**src/hdl/cvs_pkg.sv**
```systemverilog
package cvs_pkg;

   // Set limits and number format
   localparam int MAX_SAMPLES = 4096;
   localparam int FRAC_BITS   = 16;
   localparam int SAMPLE_W    = 16;
   localparam int SCORE_W     = 52;
   localparam int MIN_EXON    = 2;

   // Derived widths
   localparam int LOG_MAX = $clog2(MAX_SAMPLES);
   localparam int CNT_W   = $clog2(MAX_SAMPLES + 1);
   localparam int SUM_W   = SAMPLE_W + LOG_MAX;
   localparam int SQ_W    = 2 * SAMPLE_W + LOG_MAX;
   localparam int SUM2_W  = 2 * SUM_W;
   localparam int NUM_W   = SQ_W + CNT_W;
   localparam int DEN_W   = 2 * CNT_W;
   localparam int DVD_W   = NUM_W + FRAC_BITS;
   localparam int MEAN_W  = SUM_W + FRAC_BITS;
   localparam int STEP_W  = $clog2(DVD_W + 1);

   localparam logic [SCORE_W-1:0] SCORE_MAX = '1;

   // Controller to datapath
   typedef struct packed {
      logic accum;      // take one sample word
      logic clear;      // clear accumulators
      logic prep;       // square the sum, form n*(n-1), arm multiplier
      logic mul_step;   // one shift-add step of n*sumsq
      logic load_var;   // load variance dividend and divisor
      logic latch_var;  // keep the variance quotient
      logic load_mean;  // load intron mean dividend and divisor
      logic div_step;   // one restoring division step
      logic load_out;   // capture the result word
   } cvs_cmd_type;

   // Datapath to controller
   typedef struct packed {
      logic few;        // fewer than two exon samples
      logic no_intron;  // no intron samples
   } cvs_status_type;

endpackage

```
**src/hdl/cvs_ctrl.sv**
```systemverilog
module cvs_ctrl import cvs_pkg::*; (
   input  logic           clock,
   input  logic           reset,
   input  logic           req_valid,
   input  logic           req_last,
   output logic           req_ready,
   output logic           rsp_valid,
   input  logic           rsp_ready,
   input  cvs_status_type status,
   output cvs_cmd_type    cmd
);

   typedef enum logic [2:0] {
      S_ACCUM,
      S_PREP,
      S_MUL,
      S_LOADV,
      S_DIVV,
      S_LOADM,
      S_DIVM,
      S_OUT
   } state_type;

   state_type         state_ff, state_in;
   logic [STEP_W-1:0] step_ff, step_in;
   logic              rsp_valid_ff, rsp_valid_in;

   // Next state and commands
   always_comb begin
      state_in     = state_ff;
      step_in      = step_ff;
      rsp_valid_in = rsp_valid_ff && !rsp_ready;
      cmd          = '0;
      case (state_ff)
         S_ACCUM: begin
            cmd.accum = req_valid;
            if (req_valid && req_last) begin
               state_in = S_PREP;
            end
         end
         S_PREP: begin
            if (status.few) begin
               state_in = S_OUT;
            end else begin
               cmd.prep = 1'b1;
               step_in  = '0;
               state_in = S_MUL;
            end
         end
         S_MUL: begin
            cmd.mul_step = 1'b1;
            if (step_ff == STEP_W'(CNT_W - 1)) begin
               state_in = S_LOADV;
            end else begin
               step_in = step_ff + 1'b1;
            end
         end
         S_LOADV: begin
            cmd.load_var = 1'b1;
            step_in      = '0;
            state_in     = S_DIVV;
         end
         S_DIVV: begin
            cmd.div_step = 1'b1;
            if (step_ff == STEP_W'(DVD_W - 1)) begin
               state_in = S_LOADM;
            end else begin
               step_in = step_ff + 1'b1;
            end
         end
         S_LOADM: begin
            cmd.latch_var = 1'b1;
            step_in       = '0;
            if (status.no_intron) begin
               state_in = S_OUT;
            end else begin
               cmd.load_mean = 1'b1;
               state_in      = S_DIVM;
            end
         end
         S_DIVM: begin
            cmd.div_step = 1'b1;
            if (step_ff == STEP_W'(MEAN_W - 1)) begin
               state_in = S_OUT;
            end else begin
               step_in = step_ff + 1'b1;
            end
         end
         S_OUT: begin
            // wait for the output register to free up
            if (!rsp_valid_ff || rsp_ready) begin
               cmd.load_out = 1'b1;
               cmd.clear    = 1'b1;
               rsp_valid_in = 1'b1;
               state_in     = S_ACCUM;
            end
         end
         default: begin
            state_in = S_ACCUM;
         end
      endcase
   end

   always_ff @(posedge clock) begin
      if (reset) begin
         state_ff     <= S_ACCUM;
         step_ff      <= '0;
         rsp_valid_ff <= 1'b0;
      end else begin
         state_ff     <= state_in;
         step_ff      <= step_in;
         rsp_valid_ff <= rsp_valid_in;
      end
   end

   assign req_ready = state_ff == S_ACCUM;
   assign rsp_valid = rsp_valid_ff;

   // The closing word stops intake until the set is scored
   ast_last_holds: assert property (@(posedge clock) disable iff (reset)
      req_valid && req_ready && req_last |=> !req_ready)
      else $error("intake open after closing word");

   // A result appears only out of the output state
   ast_rsp_from_out: assert property (@(posedge clock) disable iff (reset)
      $rose(rsp_valid_ff) |-> $past(state_ff == S_OUT))
      else $error("result raised outside output state");

   // Step counter stays within the longest loop
   ast_step_range: assert property (@(posedge clock) disable iff (reset)
      step_ff < STEP_W'(DVD_W))
      else $error("step counter out of range");

endmodule

```
**config.mk**
```make
export PLATFORM = sky130hd
export DESIGN_NAME = cvs_ctrl
export DESIGN_NICKNAME = d
export VERILOG_FILES = /design/src/hdl/cvs_pkg.sv /design/src/hdl/cvs_ctrl.sv
export SDC_FILE = /design/constraint.sdc
export NUM_CORES = 1
export LEC_CHECK = 0
export BUFFER_PORTS_ARGS = -buffer_cell sky130_fd_sc_hd__buf_2
export CORE_MARGIN = 2
export CORE_UTILIZATION = 59
export CTS_BUF_LIST = sky130_fd_sc_hd__clkbuf_4 sky130_fd_sc_hd__clkbuf_8
export CTS_CLUSTER_SIZE = 12
export DETAILED_ROUTE_END_ITERATION = 12
export HOLD_SLACK_MARGIN = 0.05
export PLACE_DENSITY_LB_ADDON = 0.05
export SYNTH_ARGS = -nofsm -noshare
export SYNTH_HDL_FRONTEND = slang
export SYNTH_SLANG_ARGS = --single-unit
```
**constraint.sdc**
```tcl
create_clock -name clock -period 3.6 [get_ports clock]
set_clock_uncertainty 0.15 [all_clocks]
set_input_delay 0.72 -clock clock [delete_from_list [all_inputs] [get_ports clock]]
set_output_delay 0.72 -clock clock [all_outputs]
set_load 0.02 [all_outputs]
```
==> flow_summary_export.csv <==
group,metric,value,unit
placed_design,placed_cells,129,
pwr,p_per_area,626,nW/µm²
floorplan,die_h,41.4,µm
clock_tree,cts_setup_buffers,0,
synthesis,synth_top_family_by_area,"simple AND/OR/NAND/NOR gates",
pwr,p_sw,275,µW
synthesis,yosysSeqAreaShare,0.267,
run,drv_cap,0,
hold_path,whs_path_depth,1,
layout,regArea,220,µm²
layout,layout-drive-gt1-share,0.271,
worst_setup_path,cp_slowest_cell,"dfxtp_1",
worst_setup_path,cp_cell_sequence,"nand3_1 -> nor2_1 -> buf_2",
synthesis,yosysWarnings,0,
route,drt-total-wl,1.84,mm
layout,multi_input_area,538,µm²
sta,setup_viol,0,
pwr,pwr-share-clk,0.165,
sta,min_period_over_period,0.682,
sta,rsz0062_at_grt,"no",
worst_setup_path,cp_data_required_time,2.73,ns
synthesis,synth_fa_ha_area_frac,0.0303,
clock_tree,cts-buffers-inserted,3,
synthesis,ys_ff_latch,11,
synthesis,synth.area.mux_share,0.0424,
sta,min_period,2.46,ns
synthesis,synth-xor-area-share,0,
synthesis,synthSimpleGateAreaFrac,0.341,
layout,syn2layout_area_growth,11.7,%
pwr,p_int,303,µW
synthesis,synth_nets,112,
placed_design,dp_hpwl,1.28,mm
worst_setup_path,endpoint_kind,"output port",
clock_tree,cts_resized,0,
sta,worst_pin_slew,0.571,ns
sta,relSlewSlack,0.619,
clock_tree,htree_levels,1,
hold_path,holdPathEnd,"step_ff[0]",
layout,fin_util,0.709,
synthesis,synth-compound-area-share,0.238,
pwr,leakagePower,0.364,nW
global_routing,grt.total_usage,0.211,
clock_tree,cts_tree,"built",
hold_path,hold_path.class,"register to register",
global_routing,antenna_found_initial,0,
layout,fill_cells,108,
worst_setup_path,crit_arrival,1.59,ns
placed_design,io_buffers,17,
worst_setup_path,crit_path_start_kind,"register",
synthesis,syn_inst,103,
global_routing,grt_pass1_wl,2.90,mm
status,status,"finished, final reports clean",
route,drc_errors,0,
route,post_drt_wl_per_cell,13.8,µm
layout,final_nets,128,
floorplan,rows,13,
layout,final_area,922,µm²
worst_setup_path,reg2reg_slack,1.55,ns
global_routing,grt_max_degree,18,
worst_setup_path,reg2reg_to,"step_ff[5]",
floorplan,dieArea,1710,µm²
route,viasPerCell,6.09,
route,vias,810,
pwr,irDropWorstVdd,0.428,mV
floorplan,io_pins,18,
sta,finalHoldViolations,0,
pwr,power_frac_comb,0.495,
clock_tree,cts-root-buf,"clkbuf_4",
layout,n_antenna_cell,0,
route,antenna_left,0,
worst_setup_path,cp_max_fo,16,
worst_setup_path,reg2reg_depth,4,
worst_setup_path,crit_type,"register to output port",
sta,tns,0,ns
sta,fmax,407,MHz
hold_path,min_from,"step_ff[0]",
clock_tree,hold_buffers,0,
clock_tree,insertion_delay,0.27,ns
global_routing,grt-ovfl-total,0,
clock_tree,clk_pin_slew,0.08,ns
synthesis,syn_area,826,µm²
pwr,pwr-share-seq,0.340,
synthesis,synth_cell_types,43,
placed_design,place.gp.congestion,0.910,
worst_setup_path,reg2reg_from,"state_ff[2]",
floorplan,die_x,41.4,µm
clock_tree,cts.sink_count,11,
sta,slew_viol_final,0,
floorplan,core,1300,µm²
route,drt-initial-drc-count,22,
route,dr.pass1.iters,4,
synthesis,syn_area_per_cell,8.02,µm²
pwr,switching_share,0.476,
clock_tree,cts_buffer_depth,2,
placed_design,dpl-instance-area,892,µm²
worst_setup_path,max_stage_delay,0.69,ns
global_routing,grt_pass1_vias,673,
floorplan,initial_utilization,0.635,
layout,instances_no_fill,133,
[worst max-delay path: cells and delay by family (launching register included)]
kind | cells | cell delay (ns)
flops | 1 | 0.69
simple gates | 2 | 0.44
buf+inv | 1 | 0.18
[routing by layer]
metal | vias to the layer above | part of all wire | global-route usage
li1 | 410 | - | -
met1 | 374 | 0.49 | 0.275
met2 | 22 | 0.46 | 0.347
met3 | 4 | 0.041 | 0.0261
met4 | 0 | 0.0087 | 0.0903
met5 | - | 0 | 0
[sequential cells by signal (all words and copies together), names as in the netlist]
register   flops
state_ff       3
rsp_valid      1
step_ff        7
[cell usage after synthesis, drive strengths merged]
library cell / n / area share
a21boi: 1 / 0.0091
and4bb: 1 / 0.015
ha: 2 / 0.030
nor2b: 2 / 0.015
mux2: 1 / 0.018
nor2: 11 / 0.053
and3: 1 / 0.0076
o31a: 1 / 0.011
o211a: 1 / 0.012
or2: 2 / 0.015
o21ai: 1 / 0.0061
nand4bb: 1 / 0.014
nand2: 9 / 0.044
clkbuf: 2 / 0.0091
a311oi: 2 / 0.021
nor3: 8 / 0.068
or3: 4 / 0.030
o311a: 1 / 0.012
and2: 2 / 0.015
nor4bb: 2 / 0.024
inv: 8 / 0.036
a211oi: 2 / 0.018
a22oi: 1 / 0.0091
nand2b: 2 / 0.015
nand3: 4 / 0.024
o31ai: 2 / 0.024
buf: 4 / 0.036
a31oi: 2 / 0.015
o211ai: 1 / 0.0091
a21oi: 5 / 0.030
o32ai: 4 / 0.061
dfxtp: 11 / 0.27
mux2i: 2 / 0.024
[placed cells by master, fill, tap and decap left out, types with 4 or more instances in the layout]
cell      count
inv_1         6
nor2_1       10
nand2_1       8
a21oi_1       5
buf_2        17
or3_1         4
clkbuf_4      4
nor3_1        6
nand3_1       4
dfxtp_1      11
[worst max-delay path by stage]
stage | startpoint | end | slack, ns | cells after the start
finish | state_ff[2] | cmd[7] | 1.14 | 3
global route | state_ff[1] | cmd[0] | 0.99 | 3
CTS | state_ff[1] | cmd[7] | 1.15 | 3
detailed placement | status[1] | cmd[6] | 1.44 | 4
global placement | status[1] | cmd[6] | 1.46 | 4
floorplan | state_ff[2] | cmd[8] | 1.34 | 3
[area by class of cell]
| class | count | area share |
|---|---|---|
| Inverter | 8 | 0.0326 |
| Tap cell | 15 | 0.0204 |
| Timing Repair Buffer | 17 | 0.0923 |
| Clock buffer | 4 | 0.0326 |
| Multi-Input combinational cell | 78 | 0.583 |
| Sequential cell | 11 | 0.239 |
[kinds of logic (layout without fill, tap and decap cells)]
family                     Yosys count  count (layout)
and+or+nand+nor                     49              49
AOI/OAI and AO/OA                   24              24
buffers and inverters               14              29
DFF                                 11              11
muxes                                3               3
adders and majority gates            2               2
[through the flow]
stage | hold slack (ns) | power (mW) | worst slack, ns
floorplan | 0.319 | 0.423 | 1.34
global placement | 0.337 | 0.474 | 1.46
detailed placement | 0.340 | 0.481 | 1.44
CTS | 0.358 | 0.577 | 1.15
global route | 0.379 | 0.614 | 0.989
finish | 0.359 | 0.577 | 1.14
[power by group through the flow]
stage / Sequential (mW) / Combinational [mW] / Clock (mW)
after global placement: 0.195 / 0.279 / 0
after detailed placement: 0.198 / 0.283 / 0
after global routing: 0.203 / 0.311 / 0.0997
after floorplan: 0.155 / 0.268 / 0
after CTS: 0.196 / 0.284 / 0.0964
final: 0.196 / 0.286 / 0.0955
Power figures use the tool's default switching activity.
