## config.mk

```make
export PLATFORM = sky130hd
export DESIGN_NAME = cvs_dp
export DESIGN_NICKNAME = d
export VERILOG_FILES = /design/src/hdl/cvs_pkg.sv /design/src/hdl/cvs_dp.sv
export SDC_FILE = /design/constraint.sdc
export NUM_CORES = 2
export LEC_CHECK = 0
export CAP_MARGIN = 20
export CELL_PAD_IN_SITES_DETAIL_PLACEMENT = 0
export CELL_PAD_IN_SITES_GLOBAL_PLACEMENT = 1
export CORE_MARGIN = 3
export CORE_UTILIZATION = 30
export DETAILED_ROUTE_END_ITERATION = 7
export DONT_BUFFER_PORTS = 1
export GPL_TIMING_DRIVEN = 1
export PLACE_DENSITY = 0.51
export SLEW_MARGIN = 40
export SYNTH_ARGS = -nofsm -noshare
export SYNTH_HDL_FRONTEND = slang
export SYNTH_SLANG_ARGS = --single-unit
export TNS_END_PERCENT = 1
```

## constraint.sdc

```tcl
create_clock -name clock -period 26.1 [get_ports clock]
set_clock_uncertainty 0.1 [all_clocks]
set_input_delay 5.22 -clock clock [delete_from_list [all_inputs] [get_ports clock]]
set_output_delay 5.22 -clock clock [all_outputs]
set_load 0.01 [all_outputs]
```

## src/hdl/cvs_pkg.sv

```systemverilog
package cvs_pkg;

   // Set limits and number format
   localparam int MAX_SAMPLES = 4096;
   localparam int FRAC_BITS   = 16;
   localparam int SAMPLE_W    = 16;
   localparam int SCORE_W     = 52;
   localparam int MIN_EXON    = 2;

   // Derived widths
   localparam int LOG_MAX = $clog2(MAX_SAMPLES);
   localparam int CNT_W   = $clog2(MAX_SAMPLES + 1);
   localparam int SUM_W   = SAMPLE_W + LOG_MAX;
   localparam int SQ_W    = 2 * SAMPLE_W + LOG_MAX;
   localparam int SUM2_W  = 2 * SUM_W;
   localparam int NUM_W   = SQ_W + CNT_W;
   localparam int DEN_W   = 2 * CNT_W;
   localparam int DVD_W   = NUM_W + FRAC_BITS;
   localparam int MEAN_W  = SUM_W + FRAC_BITS;
   localparam int STEP_W  = $clog2(DVD_W + 1);

   localparam logic [SCORE_W-1:0] SCORE_MAX = '1;

   // Controller to datapath
   typedef struct packed {
      logic accum;      // take one sample word
      logic clear;      // clear accumulators
      logic prep;       // square the sum, form n*(n-1), arm multiplier
      logic mul_step;   // one shift-add step of n*sumsq
      logic load_var;   // load variance dividend and divisor
      logic latch_var;  // keep the variance quotient
      logic load_mean;  // load intron mean dividend and divisor
      logic div_step;   // one restoring division step
      logic load_out;   // capture the result word
   } cvs_cmd_type;

   // Datapath to controller
   typedef struct packed {
      logic few;        // fewer than two exon samples
      logic no_intron;  // no intron samples
   } cvs_status_type;

endpackage

```

## src/hdl/cvs_dp.sv

```systemverilog
module cvs_dp import cvs_pkg::*; (
   input  logic                clock,
   input  logic                reset,
   input  cvs_cmd_type         cmd,
   input  logic [SAMPLE_W-1:0] sample,
   input  logic                is_intron,
   output cvs_status_type      status,
   output logic [SCORE_W-1:0]  score,
   output logic                too_few,
   output logic                overflow
);

   // Accumulators
   logic [SUM_W-1:0] exon_sum_ff, exon_sum_in;
   logic [SQ_W-1:0]  exon_sq_ff, exon_sq_in;
   logic [CNT_W-1:0] exon_cnt_ff, exon_cnt_in;
   logic [SUM_W-1:0] intron_sum_ff, intron_sum_in;
   logic [CNT_W-1:0] intron_cnt_ff, intron_cnt_in;
   logic             dropped_ff, dropped_in;

   // Working registers
   logic [SUM2_W-1:0]  sum2_ff, sum2_in;
   logic [DEN_W-1:0]   nn_ff, nn_in;
   logic [NUM_W-1:0]   prod_ff, prod_in;
   logic [NUM_W-1:0]   mcand_ff, mcand_in;
   logic [CNT_W-1:0]   mplier_ff, mplier_in;
   logic [DVD_W-1:0]   dq_ff, dq_in;
   logic [DEN_W-1:0]   rem_ff, rem_in;
   logic [DEN_W-1:0]   div_ff, div_in;
   logic [DVD_W-1:0]   varq_ff, varq_in;

   // Result word
   logic [SCORE_W-1:0] score_ff, score_in;
   logic               too_few_ff, too_few_in;
   logic               overflow_ff, overflow_in;

   logic [SAMPLE_W*2-1:0] sample_sq;
   logic                  exon_full;
   logic                  intron_full;
   logic [DEN_W:0]        trial;
   logic                  trial_ge;
   logic [DVD_W-1:0]      mean_sel;
   logic [DVD_W:0]        total;

   assign status.few       = exon_cnt_ff < CNT_W'(MIN_EXON);
   assign status.no_intron = intron_cnt_ff == '0;

   assign sample_sq   = (SAMPLE_W*2)'(sample) * (SAMPLE_W*2)'(sample);
   assign exon_full   = exon_cnt_ff == CNT_W'(MAX_SAMPLES);
   assign intron_full = intron_cnt_ff == CNT_W'(MAX_SAMPLES);

   // Accumulate one sample, drop it when its class is full
   always_comb begin
      exon_sum_in   = exon_sum_ff;
      exon_sq_in    = exon_sq_ff;
      exon_cnt_in   = exon_cnt_ff;
      intron_sum_in = intron_sum_ff;
      intron_cnt_in = intron_cnt_ff;
      dropped_in    = dropped_ff;
      if (cmd.clear) begin
         exon_sum_in   = '0;
         exon_sq_in    = '0;
         exon_cnt_in   = '0;
         intron_sum_in = '0;
         intron_cnt_in = '0;
         dropped_in    = 1'b0;
      end else if (cmd.accum) begin
         if (is_intron) begin
            if (intron_full) begin
               dropped_in = 1'b1;
            end else begin
               intron_sum_in = intron_sum_ff + SUM_W'(sample);
               intron_cnt_in = intron_cnt_ff + 1'b1;
            end
         end else begin
            if (exon_full) begin
               dropped_in = 1'b1;
            end else begin
               exon_sum_in = exon_sum_ff + SUM_W'(sample);
               exon_sq_in  = exon_sq_ff + SQ_W'(sample_sq);
               exon_cnt_in = exon_cnt_ff + 1'b1;
            end
         end
      end
   end

   // Restoring division step
   assign trial    = {rem_ff, dq_ff[DVD_W-1]};
   assign trial_ge = trial >= {1'b0, div_ff};

   // Saturating sum of variance and intron mean
   assign mean_sel = status.no_intron ? '0 : dq_ff;
   assign total    = (DVD_W+1)'(varq_ff) + (DVD_W+1)'(mean_sel);

   // Multiply, divide and result datapath
   always_comb begin
      sum2_in     = sum2_ff;
      nn_in       = nn_ff;
      prod_in     = prod_ff;
      mcand_in    = mcand_ff;
      mplier_in   = mplier_ff;
      dq_in       = dq_ff;
      rem_in      = rem_ff;
      div_in      = div_ff;
      varq_in     = varq_ff;
      score_in    = score_ff;
      too_few_in  = too_few_ff;
      overflow_in = overflow_ff;

      if (cmd.prep) begin
         sum2_in   = SUM2_W'(exon_sum_ff) * SUM2_W'(exon_sum_ff);
         nn_in     = DEN_W'(exon_cnt_ff) * DEN_W'(exon_cnt_ff - 1'b1);
         prod_in   = '0;
         mcand_in  = NUM_W'(exon_sq_ff);
         mplier_in = exon_cnt_ff;
      end
      if (cmd.mul_step) begin
         if (mplier_ff[0]) begin
            prod_in = prod_ff + mcand_ff;
         end
         mcand_in  = mcand_ff << 1;
         mplier_in = mplier_ff >> 1;
      end
      if (cmd.latch_var) begin
         varq_in = dq_ff;
      end
      if (cmd.load_var) begin
         dq_in  = DVD_W'(prod_ff - NUM_W'(sum2_ff)) << FRAC_BITS;
         rem_in = '0;
         div_in = nn_ff;
      end
      if (cmd.load_mean) begin
         // dividend top-aligned so the quotient lands in the low bits
         dq_in  = DVD_W'(intron_sum_ff) << (DVD_W - SUM_W);
         rem_in = '0;
         div_in = DEN_W'(intron_cnt_ff);
      end
      if (cmd.div_step) begin
         rem_in = trial_ge ? DEN_W'(trial - {1'b0, div_ff}) : DEN_W'(trial);
         dq_in  = {dq_ff[DVD_W-2:0], trial_ge};
      end
      if (cmd.load_out) begin
         too_few_in  = status.few;
         overflow_in = dropped_ff;
         if (status.few) begin
            score_in = '0;
         end else if (total > (DVD_W+1)'(SCORE_MAX)) begin
            score_in = SCORE_MAX;
         end else begin
            score_in = SCORE_W'(total);
         end
      end
   end

   always_ff @(posedge clock) begin
      if (reset) begin
         exon_sum_ff   <= '0;
         exon_sq_ff    <= '0;
         exon_cnt_ff   <= '0;
         intron_sum_ff <= '0;
         intron_cnt_ff <= '0;
         dropped_ff    <= 1'b0;
      end else begin
         exon_sum_ff   <= exon_sum_in;
         exon_sq_ff    <= exon_sq_in;
         exon_cnt_ff   <= exon_cnt_in;
         intron_sum_ff <= intron_sum_in;
         intron_cnt_ff <= intron_cnt_in;
         dropped_ff    <= dropped_in;
      end
   end

   always_ff @(posedge clock) begin
      sum2_ff     <= sum2_in;
      nn_ff       <= nn_in;
      prod_ff     <= prod_in;
      mcand_ff    <= mcand_in;
      mplier_ff   <= mplier_in;
      dq_ff       <= dq_in;
      rem_ff      <= rem_in;
      div_ff      <= div_in;
      varq_ff     <= varq_in;
      score_ff    <= score_in;
      too_few_ff  <= too_few_in;
      overflow_ff <= overflow_in;
   end

   assign score    = score_ff;
   assign too_few  = too_few_ff;
   assign overflow = overflow_ff;

   // Class counts never pass the limit
   ast_exon_cnt_limit: assert property (@(posedge clock) disable iff (reset)
      (exon_cnt_ff <= CNT_W'(MAX_SAMPLES)) && (intron_cnt_ff <= CNT_W'(MAX_SAMPLES)))
      else $error("class count beyond limit");

   // A short set always scores zero
   ast_few_zero: assert property (@(posedge clock) disable iff (reset)
      cmd.load_out && status.few |=> (score_ff == '0) && too_few_ff)
      else $error("short set with nonzero score");

endmodule

```

==> impl_results.md <==
* Run status: complete, no violations
* Final Power at 4.32 mW
* GR Overflow Total at 0
* Mapped Area at 0.0714 mm²
* Post-DP HPWL at 166 mm
* Critical Path End: exon_sq_ff[40]$_SDFFE_PP0P_
* FF+latch count, synth at 586
* CP Launch Type: primary input
* Worst Setup SP: sample[8]
* CTS tree: built
* Chip height at 494 µm
* PortBufs at 0
* Clk buf depth at 3
* Fin crit share at 0.456
* Fill cells at 24800
* ANT nets after route at 0
* Most frequent CP cell: fa_1
* Global-route wire length before repair at 330 mm
* Skew-Pair Late Insertion Delay at 0.68 ns
* Sw frac at 0.390
* CTS resizes at 0
* Commonest non-fill, non-tap cell in the layout: inv_1
* Clk pwr share at 0.262
* Worst path required time at 26.53 ns
* CP Cell Sequence: inv_1, nor2_1, fa_1, inv_1, fa_1, inv_1, fa_1, fa_1, inv_1, fa_1, inv_1, fa_1, ha_1, and4_1, o2111ai_1, o21a_1, a31o_2, a311oi_1, o31ai_1, a221oi_1, a211oi_1, or4b_2, xor2_1, nor2_1
* Avg WL per Cell at 19.5 µm
* Pwr/cell area at 55.8 mW/mm²
* # hold bufs at CTS at 0
* Setup TNS at 0 ns
* IR drop worst, VDD at 140 µV
* H-tree depth at 3
* Yosys top cell by area: fa_1
* Post-Layout Cell Count at 10800
* Drt total wl at 210 mm
* Ys Warns at 0
* Max_cap viols at 0
* Mux share of post-synthesis cell area at 0.00736
* Crit-path max cell delay at 0.71 ns
* Reg2reg path depth at 28
* Reg clk slew, reported paths at 0.05 ns
* Drt pass-1 iters at 5
* Most frequent cells in the layout: inv_1 (1465), fa_1 (931), nand2_1 (715), ha_1 (679), edfxtp_1 (387)
* Hold Crit Depth at 2
* Synth Area in Adders at 0.380
* Slew Viols, Final at 0
* Sw Pwr at 1.69 mW
* XOR/XNOR Fraction of Synth Area at 0.0425
* Relative slew slack at 0.433
* Worst Hold Class: reg -> reg
* Worst R2R End: sum2_ff[53]$_DFFE_PP_
* # rows at 178
* Type of the worst setup path: in -> reg
* Worst Path Arrival at 12.34 ns
* Worst r2r src: exon_sum_ff[18]$_SDFFE_PP0P_
* Largest fanout on the critical path at 12
* # clock sinks at 586
* Setup slack, reg-to-reg at 16.83 ns
* Actual slew at the worst max-slew pin at 0.851 ns
* Initial core utilization at 0.303
* Ys flop type: edfxtp_1
* Post-layout net count at 9216
* Reg power frac at 0.275
* Compound-cell area share of the yosys netlist at 0.117
* Post-synth EDFFs at 387
* DR vias at 51500
* # DRC at 0
* Final hold vios at 0
* Post-synth ARST share at 0
* Max stage delay cell, worst path: or4b_2
* IO Count at 84
* Core Region at 0.236 mm²
* Vias in the first global route at 55600
* Starting DRT DRC Count at 2440
* Main combinational cell family by area after synthesis: adder cells
* Fraction of final layout cells sized beyond drive strength 1 at 0.0385
* Clock root buffer master: clkbuf_16
* Synth unique cells at 90
* Num CTS Buffers at 78
* Post-Synth Simple-Gate Area at 0.142
* Die Area at 0.244 mm²
* Top cells by area, synth: fa_1 (26%), edfxtp_1 (16%), ha_1 (12%)
* Area added between synthesis and finish at 8.42%
* Cells after Synth at 7730
* Gate power share at 0.463
* Post-Place Cells at 10600
* Setup-failing EPs final at 0
* GRT Overall Usage at 0.173
* Post-DR vias/cell at 4.77
* Largest net degree at the start of global routing at 122
* Routability cong. at 0.837
* RSZ-0062 raised after global routing: no
* Mapped Nets at 9368
* CP Capture Type: flop
* Max Freq at 84.0 MHz
* Initial antenna violation count at 5
* Avg Cell Area, Syn at 9.24 µm²
* Total internal power at 2.64 mW
* Sequential share of the synthesized area at 0.218
* Top-area cell type share of the netlist area at 0.261
* Tmin final at 11.91 ns
* LEAKAGE at 37.4 nW
* Chip width at 494 µm
* # Post-CTS Setup Buffers at 0
[power by group through the flow]
stage / Combinational, mW / Clock, mW / Sequential, mW
2_1_floorplan: 1.57 / 0 / 1.17
3_3_place_gp: 2.03 / 0 / 1.21
3_5_place_dp: 2.02 / 0 / 1.21
4_1_cts: 2.04 / 1.17 / 1.19
5_1_grt: 2.30 / 1.21 / 1.20
6_report: 2.00 / 1.13 / 1.19
[worst max-delay path: cells and delay by family]
kind	cells	cell delay (ns)
adders and majority gates	7	3.30
xor gates and xnor gates	1	0.15
AOI/OAI and AO/OA	7	1.94
and+or+nand+nor	4	1.17
buffers and inverters	5	0.53
[final cells by class]
type                    instances  area, µm²  share of cell area
multi-input cells            5382      49200               0.636
repair buffers                 57        447             0.00577
well taps                    3150       3940              0.0509
diodes                          3       7.51           0.0000969
clock buffers                 101       2170              0.0280
clock inverters                43        515             0.00666
inverters                    1473       5530              0.0714
flip-flops and latches        586      15600               0.202
[Yosys cell counts, drive strengths merged (161+ instances only)]
library cell	number
inv	1467
fa	931
nand2	718
ha	679
edfxtp	387
a21oi	375
nor2	353
and2	308
o21ai	285
clkbuf	254
dfxtp	199
xnor2	191
nand3	172
a21o	161
[how the worst min path moves through the flow]
stage                                      startpoint                           to  slack (ns)
after floorplan               dropped_ff$_SDFFE_PP0P_           overflow$_DFFE_PP_        0.31
after global placement            dq_ff[67]$_DFFE_PP_        varq_ff[67]$_DFFE_PP_        0.33
after detailed placement          dq_ff[48]$_DFFE_PP_        varq_ff[48]$_DFFE_PP_        0.33
after CTS                         dq_ff[48]$_DFFE_PP_        varq_ff[48]$_DFFE_PP_        0.35
after global routing              dq_ff[48]$_DFFE_PP_        varq_ff[48]$_DFFE_PP_        0.35
final                     exon_sq_ff[14]$_SDFFE_PP0P_  exon_sq_ff[14]$_SDFFE_PP0P_        0.35
[flip-flops by register name, indices dropped and copies added (netlist names)]
register and flops:
div_ff 26, dq_ff 73, dropped_ff 1, exon_cnt_ff 13, exon_sq_ff 44, exon_sum_ff 28
intron_cnt_ff 13, intron_sum_ff 28, mcand_ff 57, mplier_ff 13, nn_ff 25, overflow 1
prod_ff 57, rem_ff 26, score 52, sum2_ff 55, too_few 1, varq_ff 73
[metal layers]
metal  GRT usage  part of all wire  vias to the layer above
li1            -                 -                    24900
met1       0.230              0.46                    25900
met2       0.309              0.50                      549
met3      0.0142             0.022                      167
met4      0.0314             0.018                        0
met5           0                 0                        -
[kinds of logic (layout without fill, tap and decap cells)]
logic type / Yosys count / after routing
other cells: 0 / 3
mux: 49 / 49
xor+xnor: 347 / 347
fa+ha+maj: 1610 / 1610
buf+inv: 1762 / 1674
flops: 586 / 586
simple gates: 2077 / 2077
compound gates: 1299 / 1299
[stage by stage]
step	setup WS [ns]	hold slack, ns	instance area [µm²]	utilization
after floorplan	14.21	0.309	71400	-
after global placement	13.51	0.332	74700	0.316
after detailed placement	13.55	0.334	74700	0.317
after CTS	14.27	0.348	77400	0.328
after global routing	13.86	0.354	77400	0.328
final	14.19	0.351	77400	0.328
(Power assumes the default switching activity.)
